`src/hdl/efdu_pkg.sv`:
```
// Shared types and constants for the extended-to-double converter.
// Used by extended_float_to_double_and_uint and efdu_uint_conv; no dependencies.
`timescale 1ns / 1ps
`default_nettype none

package efdu_pkg;

   localparam logic [14:0] EXT_EXP_MAX = 15'h7FFF;
   localparam logic [14:0] EXT_BIAS    = 15'h3FFF;
   localparam logic [10:0] DBL_BIAS    = 11'h3FF;
   localparam logic [10:0] DBL_EXP_MAX = 11'h7FF;

   // Rebias offset: extended exponent minus this gives the double exponent.
   localparam logic [14:0] REBIAS      = EXT_BIAS - 15'(DBL_BIAS);
   // Largest extended exponent that still underflows to zero (R == -52).
   localparam logic [14:0] EXP_UNDER   = REBIAS - 15'd52;
   // First extended exponent that overflows to infinity (R == 2047).
   localparam logic [14:0] EXP_OVER    = REBIAS + 15'(DBL_EXP_MAX);
   // Subnormal shift is 12 - R, i.e. SUB_SHIFT_BASE - E.
   localparam logic [14:0] SUB_SHIFT_BASE = REBIAS + 15'd12;

   // Double exponent window for the integer part: bias .. bias + 31.
   localparam logic [10:0] INT_EXP_TOP = DBL_BIAS + 11'd32;
   // Integer shift is 52 - k, i.e. INT_SHIFT_BASE - exponent.
   localparam logic [10:0] INT_SHIFT_BASE = DBL_BIAS + 11'd52;

   typedef enum logic [1:0] {
      STAT_OK    = 2'd0,
      STAT_CLAMP = 2'd1,
      STAT_NEG   = 2'd2
   } int_status_type;

   typedef enum logic [2:0] {
      CLS_ZERO,
      CLS_SPECIAL,
      CLS_OVER,
      CLS_SUB,
      CLS_NORM
   } num_class_type;

   typedef struct packed {
      logic          sign;
      num_class_type cls;
      logic [10:0]   exponent;
      logic [5:0]    sub_shift;
      logic [63:0]   mantissa;
   } decode_type;

endpackage

`default_nettype wire

```
`src/hdl/extended_float_to_double_and_uint.sv`:
```
// Three-stage pipelined 80-bit extended to double and uint32 converter.
// Depends on efdu_pkg and efdu_uint_conv.
//
// Usage:
//   The req_ channel carries one extended value per word: the sign/exponent
//   word and the 64-bit mantissa with its explicit integer bit. The rsp_
//   channel returns, per word, the double bit pattern (mantissa truncated),
//   the value truncated toward zero as an unsigned 32-bit integer, and a
//   status code (in range, clamped high, or negative/NaN forced to zero).
//   A word is registered by the decode, shift and integer stages in turn
//   before it shows rsp_tvalid and can be taken by the receiver. The
//   stages are decode and classify, subnormal shift and packing, and integer
//   extraction. One word is accepted every cycle while the receiver takes
//   results, since each stage passes its word on at every edge.
//   When the receiver stalls, each stage holds its word and fills any empty
//   stage ahead of it; req_tready falls only once the first stage is full
//   and cannot move. Nothing is dropped or repeated.
//   Reset empties all stages; no words are shown until new ones arrive.
`timescale 1ns / 1ps
`default_nettype none

module extended_float_to_double_and_uint (
   input  wire logic          clock,
   input  wire logic          reset,
   input  wire logic          req_tvalid,
   output logic               req_tready,
   // [15:0] ext_sign_exponent, [79:16] ext_mantissa
   input  wire logic [79:0]   req_tdata,
   output logic               rsp_tvalid,
   input  wire logic          rsp_tready,
   // [63:0] double_bits, [95:64] int_value, [97:96] int_status, [103:98] zero
   output logic [103:0]       rsp_tdata
);
   import efdu_pkg::*;

   logic           s1_valid_ff, s2_valid_ff, s3_valid_ff;
   logic           adv1, adv2, adv3;

   decode_type     s1_in, s1_ff;
   logic [63:0]    s2_in, s2_ff;
   logic [31:0]    int_value_in, int_value_ff;
   int_status_type int_status_in, int_status_ff;
   logic [63:0]    s3_double_ff;

   logic [15:0]    in_se;
   logic [63:0]    in_man;
   logic [14:0]    in_exp;
   logic [14:0]    shift_full;

   // Each stage moves when it is empty or the stage after it moves.
   assign adv3       = !s3_valid_ff || rsp_tready;
   assign adv2       = !s2_valid_ff || adv3;
   assign adv1       = !s1_valid_ff || adv2;
   assign req_tready = adv1;

   // Stage 1: classify the exponent.
   assign in_se      = req_tdata[15:0];
   assign in_man     = req_tdata[79:16];
   assign in_exp     = in_se[14:0];
   assign shift_full = SUB_SHIFT_BASE - in_exp;

   always_comb begin
      s1_in.sign      = in_se[15];
      s1_in.mantissa  = in_man;
      s1_in.sub_shift = shift_full[5:0];
      s1_in.exponent  = 11'(in_exp - REBIAS);
      if (in_exp == '0 || in_exp <= EXP_UNDER) begin
         s1_in.cls = CLS_ZERO;
      end else if (in_exp == EXT_EXP_MAX) begin
         s1_in.cls = CLS_SPECIAL;
      end else if (in_exp >= EXP_OVER) begin
         s1_in.cls = CLS_OVER;
      end else if (in_exp <= REBIAS) begin
         s1_in.cls = CLS_SUB;
      end else begin
         s1_in.cls = CLS_NORM;
      end
   end

   // Stage 2: build the double pattern.
   always_comb begin
      case (s1_ff.cls)
         CLS_ZERO:    s2_in = {s1_ff.sign, 63'd0};
         CLS_SPECIAL: s2_in = {s1_ff.sign, DBL_EXP_MAX, s1_ff.mantissa[62:11]};
         CLS_OVER:    s2_in = {s1_ff.sign, DBL_EXP_MAX, 52'd0};
         CLS_SUB:     s2_in = {s1_ff.sign, 11'd0,
                               52'(s1_ff.mantissa >> s1_ff.sub_shift)};
         CLS_NORM:    s2_in = {s1_ff.sign, s1_ff.exponent, s1_ff.mantissa[62:11]};
         default:     s2_in = {s1_ff.sign, 63'd0};
      endcase
   end

   // Stage 3: integer part from the truncated double.
   efdu_uint_conv u_uint (
      .double_bits (s2_ff),
      .int_value   (int_value_in),
      .int_status  (int_status_in)
   );

   always_ff @(posedge clock) begin
      if (reset) begin
         s1_valid_ff <= 1'b0;
         s2_valid_ff <= 1'b0;
         s3_valid_ff <= 1'b0;
      end else begin
         if (adv1) begin
            s1_valid_ff <= req_tvalid;
         end
         if (adv2) begin
            s2_valid_ff <= s1_valid_ff;
         end
         if (adv3) begin
            s3_valid_ff <= s2_valid_ff;
         end
      end
   end

   always_ff @(posedge clock) begin
      if (adv1) begin
         s1_ff <= s1_in;
      end
      if (adv2) begin
         s2_ff <= s2_in;
      end
      if (adv3) begin
         s3_double_ff  <= s2_ff;
         int_value_ff  <= int_value_in;
         int_status_ff <= int_status_in;
      end
   end

   assign rsp_tvalid = s3_valid_ff;
   assign rsp_tdata  = {6'd0, int_status_ff, int_value_ff, s3_double_ff};

   a_clamp_all_ones: assert property (@(posedge clock) disable iff (reset)
      rsp_tvalid && int_status_ff == STAT_CLAMP |-> int_value_ff == 32'hFFFF_FFFF)
      else $error("clamped result is not all ones");

   a_neg_is_zero: assert property (@(posedge clock) disable iff (reset)
      rsp_tvalid && int_status_ff == STAT_NEG |-> int_value_ff == '0)
      else $error("negative or NaN result is not zero");

   a_zero_exp_class: assert property (@(posedge clock) disable iff (reset)
      req_tvalid && req_tready && req_tdata[14:0] == '0 |=> s1_ff.cls == CLS_ZERO)
      else $error("zero exponent not classified as zero");

   a_stall_only_full: assert property (@(posedge clock) disable iff (reset)
      !req_tready |-> s1_valid_ff && s2_valid_ff && s3_valid_ff && !rsp_tready)
      else $error("input stalled while the pipeline has room");

endmodule

`default_nettype wire

```
`src/hdl/efdu_uint_conv.sv`:
```
// Truncating double-to-unsigned-32 conversion with saturation and status.
// Combinational; depends on efdu_pkg.
`timescale 1ns / 1ps
`default_nettype none

module efdu_uint_conv (
   input  wire logic [63:0]             double_bits,
   output logic [31:0]                  int_value,
   output efdu_pkg::int_status_type     int_status
);
   import efdu_pkg::*;

   logic        neg;
   logic [10:0] ex;
   logic [51:0] frac;
   logic [10:0] shift_full;
   logic [52:0] shifted;

   assign neg  = double_bits[63];
   assign ex   = double_bits[62:52];
   assign frac = double_bits[51:0];

   // Valid only inside the in-range window, where it lies in 21..52.
   assign shift_full = INT_SHIFT_BASE - ex;
   assign shifted    = {1'b1, frac} >> shift_full[5:0];

   always_comb begin
      int_value  = '0;
      int_status = STAT_OK;
      if (ex == DBL_EXP_MAX && frac != '0) begin
         int_status = STAT_NEG;
      end else if (ex == '0 && frac == '0) begin
         int_status = STAT_OK;
      end else if (neg) begin
         int_status = STAT_NEG;
      end else if (ex < DBL_BIAS) begin
         int_status = STAT_OK;
      end else if (ex >= INT_EXP_TOP) begin
         int_value  = '1;
         int_status = STAT_CLAMP;
      end else begin
         int_value  = shifted[31:0];
      end
   end

endmodule

`default_nettype wire
```
`config.mk`:
```
export PLATFORM = sky130hd
export DESIGN_NAME = extended_float_to_double_and_uint
export DESIGN_NICKNAME = d
export VERILOG_FILES = /design/src/hdl/efdu_pkg.sv /design/src/hdl/extended_float_to_double_and_uint.sv /design/src/hdl/efdu_uint_conv.sv
export SDC_FILE = /design/constraint.sdc
export NUM_CORES = 1
export LEC_CHECK = 0
export ABC_AREA = 1
export BUFFER_PORTS_ARGS = -buffer_cell sky130_fd_sc_hd__buf_2
export CORE_MARGIN = 10
export CORE_UTILIZATION = 54
export DETAILED_ROUTE_END_ITERATION = 12
export GPL_TIMING_DRIVEN = 1
export PLACE_DENSITY_LB_ADDON = 0.08
export RECOVER_POWER = 25
export SLEW_MARGIN = 20
export SYNTH_ARGS = -nofsm -noshare
export SYNTH_HDL_FRONTEND = slang
export SYNTH_HIERARCHICAL = 1
export SYNTH_SLANG_ARGS = --single-unit
```
`constraint.sdc`:
```
create_clock -name clock -period 4.79 [get_ports clock]
set_clock_uncertainty 0.1 [all_clocks]
set_input_delay 0.2395 -clock clock [delete_from_list [all_inputs] [get_ports clock]]
set_output_delay 0.2395 -clock clock [all_outputs]
set_load 0.005 [all_outputs]
```
==> results of run 1 <==
-- sequential cells by signal (all words and copies together) (netlist names) --
signal	count
int_status_ff	2
s3_double_ff	64
s1_valid_ff	1
s2_ff	64
s2_valid_ff	1
int_value_ff	32
s1_ff	84
rsp_tvalid	1
-- how the worst max path moves through the flow --
stage | from | to | slack, ns
after detailed placement | s2_ff[55]$_DFFE_PP_ | int_value_ff[10]$_DFFE_PP_ | 1.72
final | rsp_tvalid$_SDFFE_PP0P_ | req_tready | 1.51
after floorplan | rsp_tvalid$_SDFFE_PP0P_ | s1_ff[0]$_DFFE_PP_ | 0.71
after CTS | s2_ff[55]$_DFFE_PP_ | int_value_ff[11]$_DFFE_PP_ | 1.70
after global placement | s2_ff[55]$_DFFE_PP_ | int_value_ff[9]$_DFFE_PP_ | 1.84
after global routing | rsp_tvalid$_SDFFE_PP0P_ | req_tready | 1.25
-- logic make-up (layout without fill, tap and decap cells) --
logic type	after synthesis	count (layout)
and+or+nand+nor	1524	1524
DFF	249	249
buffers and inverters	199	384
AOI/OAI and AO/OA	86	86
adders and majority gates	4	4
xor gates and xnor gates	3	3
other	1	6
-- layout by cell type (no fill, tap or decap), types with 10 or more instances in the layout --
cell type,Yosys,layout
buf_4,19,20
nor4_1,10,10
nand3_1,751,751
nor2_1,63,61
a21oi_1,48,48
clkbuf_1,44,14
inv_1,43,42
edfxtp_1,246,246
clkbuf_16,0,27
nand2_2,12,12
buf_2,52,172
o21ai_0,31,30
dlygate4sd3_1,0,78
inv_2,10,10
nand2_1,654,653
nand4_1,16,16
-- layout make-up --
class	instances	area (um2)	share of cell area (%)
Sequential cell	249	7450	40.8
Timing Repair Buffer	281	1830	10.0
Multi-Input combinational cell	1623	7390	40.5
Clock inverter	19	226	1.24
Inverter	54	204	1.12
Clock buffer	30	687	3.76
Tap cell	384	480	2.63
-- power breakdown --
| part | switching [mW] | total, mW | leakage, nW | internal, mW |
|---|---|---|---|---|
| sequential | 0.152 | 2.78 | 2.81 | 2.62 |
| clock | 0.887 | 2.15 | 0.443 | 1.26 |
| combinational | 1.52 | 2.20 | 5.06 | 0.673 |
-- what timing repair did --
item                                   in CTS  in global routing
endpoints found under the hold margin      81                  0
hold buffers                               78                  0
gates resized for setup                     0                  0
-- worst max-delay path: stages (launching register included) --
cell     delay (ns)
dfxtp_1        0.31
nand2_1        0.65
nor2_1         0.22
nand2_4        0.14
buf_4          0.76
buf_2          0.27
-- through the flow --
| stage | power (mW) | hold WS, ns | std cells | util, % |
|---|---|---|---|---|
| floorplan | 4.23 | 0.209 | 2071 | - |
| global placement | 4.89 | 0.304 | 2513 | 57.7 |
| detailed placement | 4.90 | 0.318 | 2513 | 57.7 |
| CTS | 7.08 | 0.0939 | 2640 | 63.5 |
| global route | 7.48 | 0.150 | 2640 | 63.5 |
| finish | 7.12 | 0.108 | 2640 | 63.5 |
-- per-layer routing --
layer	share of wire (%)	track usage, %
met1	38	38.9
met2	48	49.2
met3	9.4	3.99
met4	4.3	11.9
met5	0	0
==> qor.csv, run 1 <==
stage,metric,value,unit
outcome,outcome,completed,
clock_tree,Num CTS Buffers,27,
worst_hold_path,Hold Startpoint,req_tdata[12],
power,P_leak,8.31,nW
worst_hold_path,Hold Path Class,in2reg,
place,HPWL Detailed,38900,um
timing,Final Hold Fails,0,
clock_tree,post-CTS setup buffers,0,
logic_synthesis,Yosys reg bits,249,
cells_and_area,fillers,2510,
timing,slew of the pin with the lowest slew margin,1.13,ns
timing,Slew HR,24.6,%
route,vias post-DR,16300,
worst_hold_path,Worst Hold Path EP,s1_ff[83]$_SDFFCE_PP0P_,
clock_tree,clock transition at the registers of the reported paths,0.06,ns
timing,RSZ-0062 raised after global routing,no,
global_route,grt ovf,0,
floorplanning,Die X,191,um
cells_and_area,Final Cell Area,18300,um2
place,DP Area,16600,um2
logic_synthesis,Compound-Gate Fraction of Synth Area,2.86,%
critical_path,critical path arrival,2.94,ns
logic_synthesis,Post-Syn Instances,2066,
floorplanning,Rows,62,
critical_path,crit path launch type,flop,
floorplanning,Initial Util,54.8,%
worst_hold_path,Hold Path Depth,4,
critical_path,element type at the critical path end,output port,
global_route,first-pass GRT wire length,85900,um
route,Via density,6.17,
cells_and_area,"Area growth, synth to finish",15.9,%
timing,crit share post-route,68.6,%
global_route,number of global-route vias before repair,15300,
floorplanning,die area,36400,um2
logic_synthesis,post-synth top area share,46.8,%
critical_path,Critical Path RT,4.45,ns
clock_tree,htree depth,1,
logic_synthesis,Syn Area/Cell,7.63,um2
logic_synthesis,sequential element share of the synthesized area,47.2,%
floorplanning,Vert. Die Dim,191,um
logic_synthesis,number of flops mapped to enable cells by yosys,246,
route,Routed WL,55500,um
cells_and_area,share of cells above drive strength 1,12.1,%
timing,setup TNS,0,ns
route,Pre-antenna DRT Iters,6,
logic_synthesis,ys async rst share,0,%
logic_synthesis,"count leader, synth",nand3_1,
route,initial detailed-routing violation count,2543,
clock_tree,maximum clock path buffer count,3,
critical_path,R2R Setup Slk,1.69,ns
logic_synthesis,dominant register cell in the synthesized netlist,edfxtp_1,
critical_path,reg-to-reg critical path startpoint,s2_ff[55]$_DFFE_PP_,
clock_tree,CTS tree,yes,
critical_path,CP max FO,84,
floorplanning,# IOs,190,
route,Final ANT Viol Nets,0,
timing,fmax,304,MHz
clock_tree,CTS Root Cell,clkbuf_16,
logic_synthesis,simple-gate share of the synthesized area,43.2,%
timing,max-slew violations,0,
cells_and_area,Final Net Count,2324,
power,Max rail drop VDD,0.000280,V
global_route,Total GRT Usage,29.8,%
timing,min cycle time layout,3.28,ns
route,DRC errors left,0,
logic_synthesis,largest family of logic cells by synthesized area,simple AND/OR/NAND/NOR gates,
place,Final Wtd Congestion,1.00,
critical_path,"Worst Path Class, Setup",reg2out,
place,port bufs,183,
logic_synthesis,commonest cells in the netlist,"nand3_1, nand2_1, edfxtp_1",
logic_synthesis,dominant cells by area after synthesis,"edfxtp_1, nand3_1, nand2_1",
timing,setup slack after layout,1.51,ns
power,total power density per cell area,390,nW/um2
clock_tree,later-pin clock latency in the skew report,0.56,ns
floorplanning,Placeable Area,28800,um2
cells_and_area,# diodes,0,
run,max-cap violations,0,
critical_path,worst reg-to-reg path cell count,11,
logic_synthesis,Yosys cell types,35,
logic_synthesis,Synth Area in Adders,0.317,%
logic_synthesis,Synth Area in XOR/XNOR,0.286,%
route,DR WL/cell,21.0,um
logic_synthesis,multiplexer area fraction after synthesis,0,%
global_route,largest net degree at the start of global routing,85,
place,Place WS,1.72,ns
logic_synthesis,Yosys top cell by area,edfxtp_1,
logic_synthesis,Yosys warnings,6,
critical_path,reg-to-reg critical path endpoint,int_value_ff[8]$_DFFE_PP_,
logic_synthesis,Synth Cell Area,15800,um2
clock_tree,CTS Sinks,249,
global_route,initial antenna violation count,0,
timing,"Setup violations, final",0,
Power figures use the tool's default switching activity.
==> run 2, diff against run 1 <==
Settings changed: CORE_UTILIZATION 54 to 60.
Clock period 4.79 ns to 3.2 ns, I/O delays scaled along.
==> run 2 against run 1 <==
Effect of this change: largest cell class unchanged; power grew 51%; via count grew 4.1%; sequential share of layout area shrank 0.21 points; first-iteration DRC count grew 16%; critical path depth grew 6.
==> qor.csv, run 2 (synthesis gave the netlist of run 1 again) <==
stage,metric,value,unit,change
outcome,outcome,completed,,
worst_hold_path,Hold Path Depth,4,,unchanged
worst_hold_path,Hold Path Class,in2reg,,
route,Via density,6.50,,+5.4%
clock_tree,CTS Root Cell,clkbuf_16,,
cells_and_area,share of cells above drive strength 1,12.3,%,+0.28 points
global_route,Total GRT Usage,33.3,%,+3.4 points
timing,slew of the pin with the lowest slew margin,0.878,ns,-0.252 ns
cells_and_area,Final Cell Area,18400,um2,+0.53%
clock_tree,htree depth,1,,unchanged
critical_path,R2R Setup Slk,0.48,ns,-1.21 ns
route,DRC errors left,0,,unchanged
floorplanning,Placeable Area,26000,um2,-9.7%
timing,"Setup violations, final",0,,unchanged
global_route,initial antenna violation count,0,,unchanged
timing,RSZ-0062 raised after global routing,no,,
cells_and_area,most frequent cells in the layout,"nand3_1, nand2_1, edfxtp_1",,
cells_and_area,"commonest non-fill, non-tap cell in the layout",nand3_1,,
place,Final Wtd Congestion,0.989,,-1.3%
place,DP Area,16700,um2,+0.63%
floorplanning,Rows,59,,-4.8%
power,Comb pwr share,31.1,%,+0.3 points
timing,setup slack after layout,0.479,ns,-1.03 ns
power,total power density per cell area,586,nW/um2,+50%
clock_tree,CTS Sinks,249,,unchanged
worst_hold_path,Hold Startpoint,req_tdata[12],,
route,DR WL/cell,21.9,um,+4.3%
floorplanning,Vert. Die Dim,182,um,-4.6%
power,Pwr Total,10.8,mW,+51%
cells_and_area,"Area growth, synth to finish",16.5,%,
global_route,first-pass GRT wire length,88400,um,+2.9%
clock_tree,post-CTS setup buffers,0,,unchanged
critical_path,Critical Path RT,3.36,ns,-1.09 ns
timing,min cycle time layout,2.72,ns,
cells_and_area,max reg flops,84,,unchanged
power,Max rail drop VDD,0.000589,V,+110%
critical_path,"Worst Path Class, Setup",reg2reg,,
route,Final ANT Viol Nets,0,,unchanged
cells_and_area,Largest Register,s1_ff,,
floorplanning,Die X,182,um,-4.6%
timing,crit share post-route,85.0,%,
floorplanning,Initial Util,60.7,%,+5.9 points
critical_path,Crit-path slowest cell,inv_2,,
timing,Slew HR,41.5,%,+17 points
route,Routed WL,57200,um,+3.1%
critical_path,element type at the critical path end,flop,,
clock_tree,CTS tree,yes,,
route,vias post-DR,17000,,+4.1%
power,Switch Pwr,3.87,mW,+51%
timing,Final Hold Fails,0,,unchanged
timing,fmax,367,MHz,
critical_path,cell mode on critical path,inv_1,,
clock_tree,clock transition at the registers of the reported paths,0.08,ns,+0.02 ns
timing,setup TNS,0,ns,unchanged
place,port bufs,183,,unchanged
worst_hold_path,Worst Hold Path EP,s1_ff[83]$_SDFFCE_PP0P_,,
critical_path,worst reg-to-reg path cell count,11,,unchanged
power,P_leak,8.40,nW,+1.0%
cells_and_area,top flop regs,"s1_ff: 84 flops, s2_ff: 64 flops, s3_double_ff: 64 flops",,
floorplanning,# IOs,190,,unchanged
timing,max-slew violations,0,,unchanged
global_route,number of global-route vias before repair,16100,,+5.2%
place,Place WS,0.549,ns,-1.17 ns
floorplanning,die area,33200,um2,-9.0%
critical_path,reg-to-reg critical path startpoint,s2_ff[55]$_DFFE_PP_,,
run,max-cap violations,0,,unchanged
route,initial detailed-routing violation count,2946,,+16%
critical_path,reg-to-reg critical path endpoint,int_value_ff[7]$_DFFE_PP_,,
cells_and_area,Final Net Count,2340,,+0.69%
power,Switching Fraction,36.0,%,about the same
power,cell internal pwr,6.89,mW,+51%
clock_tree,maximum clock path buffer count,3,,unchanged
cells_and_area,fillers,2077,,-17%
clock_tree,later-pin clock latency in the skew report,0.55,ns,about the same
clock_tree,Num CTS Buffers,25,,-7.4%
critical_path,crit-path cells,inv_1 -> ha_1 -> inv_1 -> nor2_1 -> nor2_4 -> inv_2 -> nor2_2 -> nand2_1 -> nand2_1 -> inv_1 -> a21oi_1,,
critical_path,CP max FO,43,,-49%
global_route,largest net degree at the start of global routing,67,,-21%
critical_path,CP max stage delay,0.53,ns,-0.23 ns
route,Pre-antenna DRT Iters,12,,+6
critical_path,crit path launch type,flop,,
critical_path,critical path arrival,2.88,ns,-0.06 ns
power,clock network power share,30.2,%,about the same
power,share of power burned in registers,38.7,%,-0.3 points
place,HPWL Detailed,38400,um,-1.5%
global_route,grt ovf,0,,unchanged
==> run 2: changes by cell type in the layout (fill, tap and decap cells not counted), sizes merged <==
cell	delta
dlygate4sd3	+1
diode	+3
buf	+13
inv	-2
clkinvlp	-1
clkinv	+1
bufinv	+2
==> run 2: power groups by stage <==
| stage | Sequential (mW) | Clock, mW | Combinational, mW |
|---|---|---|---|
| 2_1_floorplan | 4.14 | 0 | 2.19 |
| 3_3_place_gp | 4.21 | 0 | 3.10 |
| 3_5_place_dp | 4.22 | 0 | 3.13 |
| 4_1_cts | 4.15 | 3.21 | 3.22 |
| 5_1_grt | 4.19 | 3.39 | 3.65 |
| 6_report | 4.17 | 3.25 | 3.34 |
==> run 2: area by class of cell <==
type,count,area (um2),share of cell area (%)
well taps,335,419,2.28
flip-flops and latches,249,7450,40.6
clock buffers,26,629,3.43
clock inverters,19,256,1.40
repair buffers,299,2000,10.9
multi-input cells,1623,7390,40.3
inverters,54,206,1.12
diodes,3,7.51,0.0409
==> run 2: critical path: cells and delay by family, from the launching register on <==
| kind | cells | cell delay (ns) |
|---|---|---|
| AND/OR/NAND/NOR | 5 | 0.81 |
| adder cells (fa/ha/maj) | 1 | 0.21 |
| AO/OA/AOI/OAI | 1 | 0.06 |
| buffers and inverters | 4 | 0.81 |
| flip-flops | 1 | 0.44 |
==> run 2: repair_timing <==
item / CTS / global route
hold buffers: 79 / 0
hold endpoints to repair: 85 / 0
resized for setup: 0 / 0
==> run 2: through the flow <==
| stage | std cells | hold WS (ns) | utilization, % |
|---|---|---|---|
| after global routing | 2605 | 0.0727 | 70.6 |
| after floorplan | 2071 | 0.129 | - |
| after global placement | 2481 | 0.236 | 64.3 |
| final | 2608 | 0.0363 | 70.7 |
| after CTS | 2605 | 0.00642 | 70.7 |
| after detailed placement | 2481 | 0.238 | 64.3 |
==> run 2: metal layers <==
layer	routed length (um)	global-route usage, %	share of wire [%]	up-vias
li1	-	-	-	7591
met4	3540	18.5	6.2	0
met1	19900	40.0	35	7734
met2	27200	55.1	48	1358
met3	6470	6.41	11	271
met5	0	0	0	-
==> run 2: worst max path at each step <==
stage          depth (start not counted)                    endpoint                     from
2_1_floorplan                          3          s1_ff[0]$_DFFE_PP_  rsp_tvalid$_SDFFE_PP0P_
3_3_place_gp                           9  int_value_ff[31]$_DFFE_PP_      s2_ff[54]$_DFFE_PP_
3_5_place_dp                           9  int_value_ff[31]$_DFFE_PP_      s2_ff[54]$_DFFE_PP_
4_1_cts                                9  int_value_ff[18]$_DFFE_PP_      s2_ff[54]$_DFFE_PP_
5_1_grt                                9  int_value_ff[18]$_DFFE_PP_      s2_ff[54]$_DFFE_PP_
6_report                              11   int_value_ff[7]$_DFFE_PP_      s2_ff[55]$_DFFE_PP_
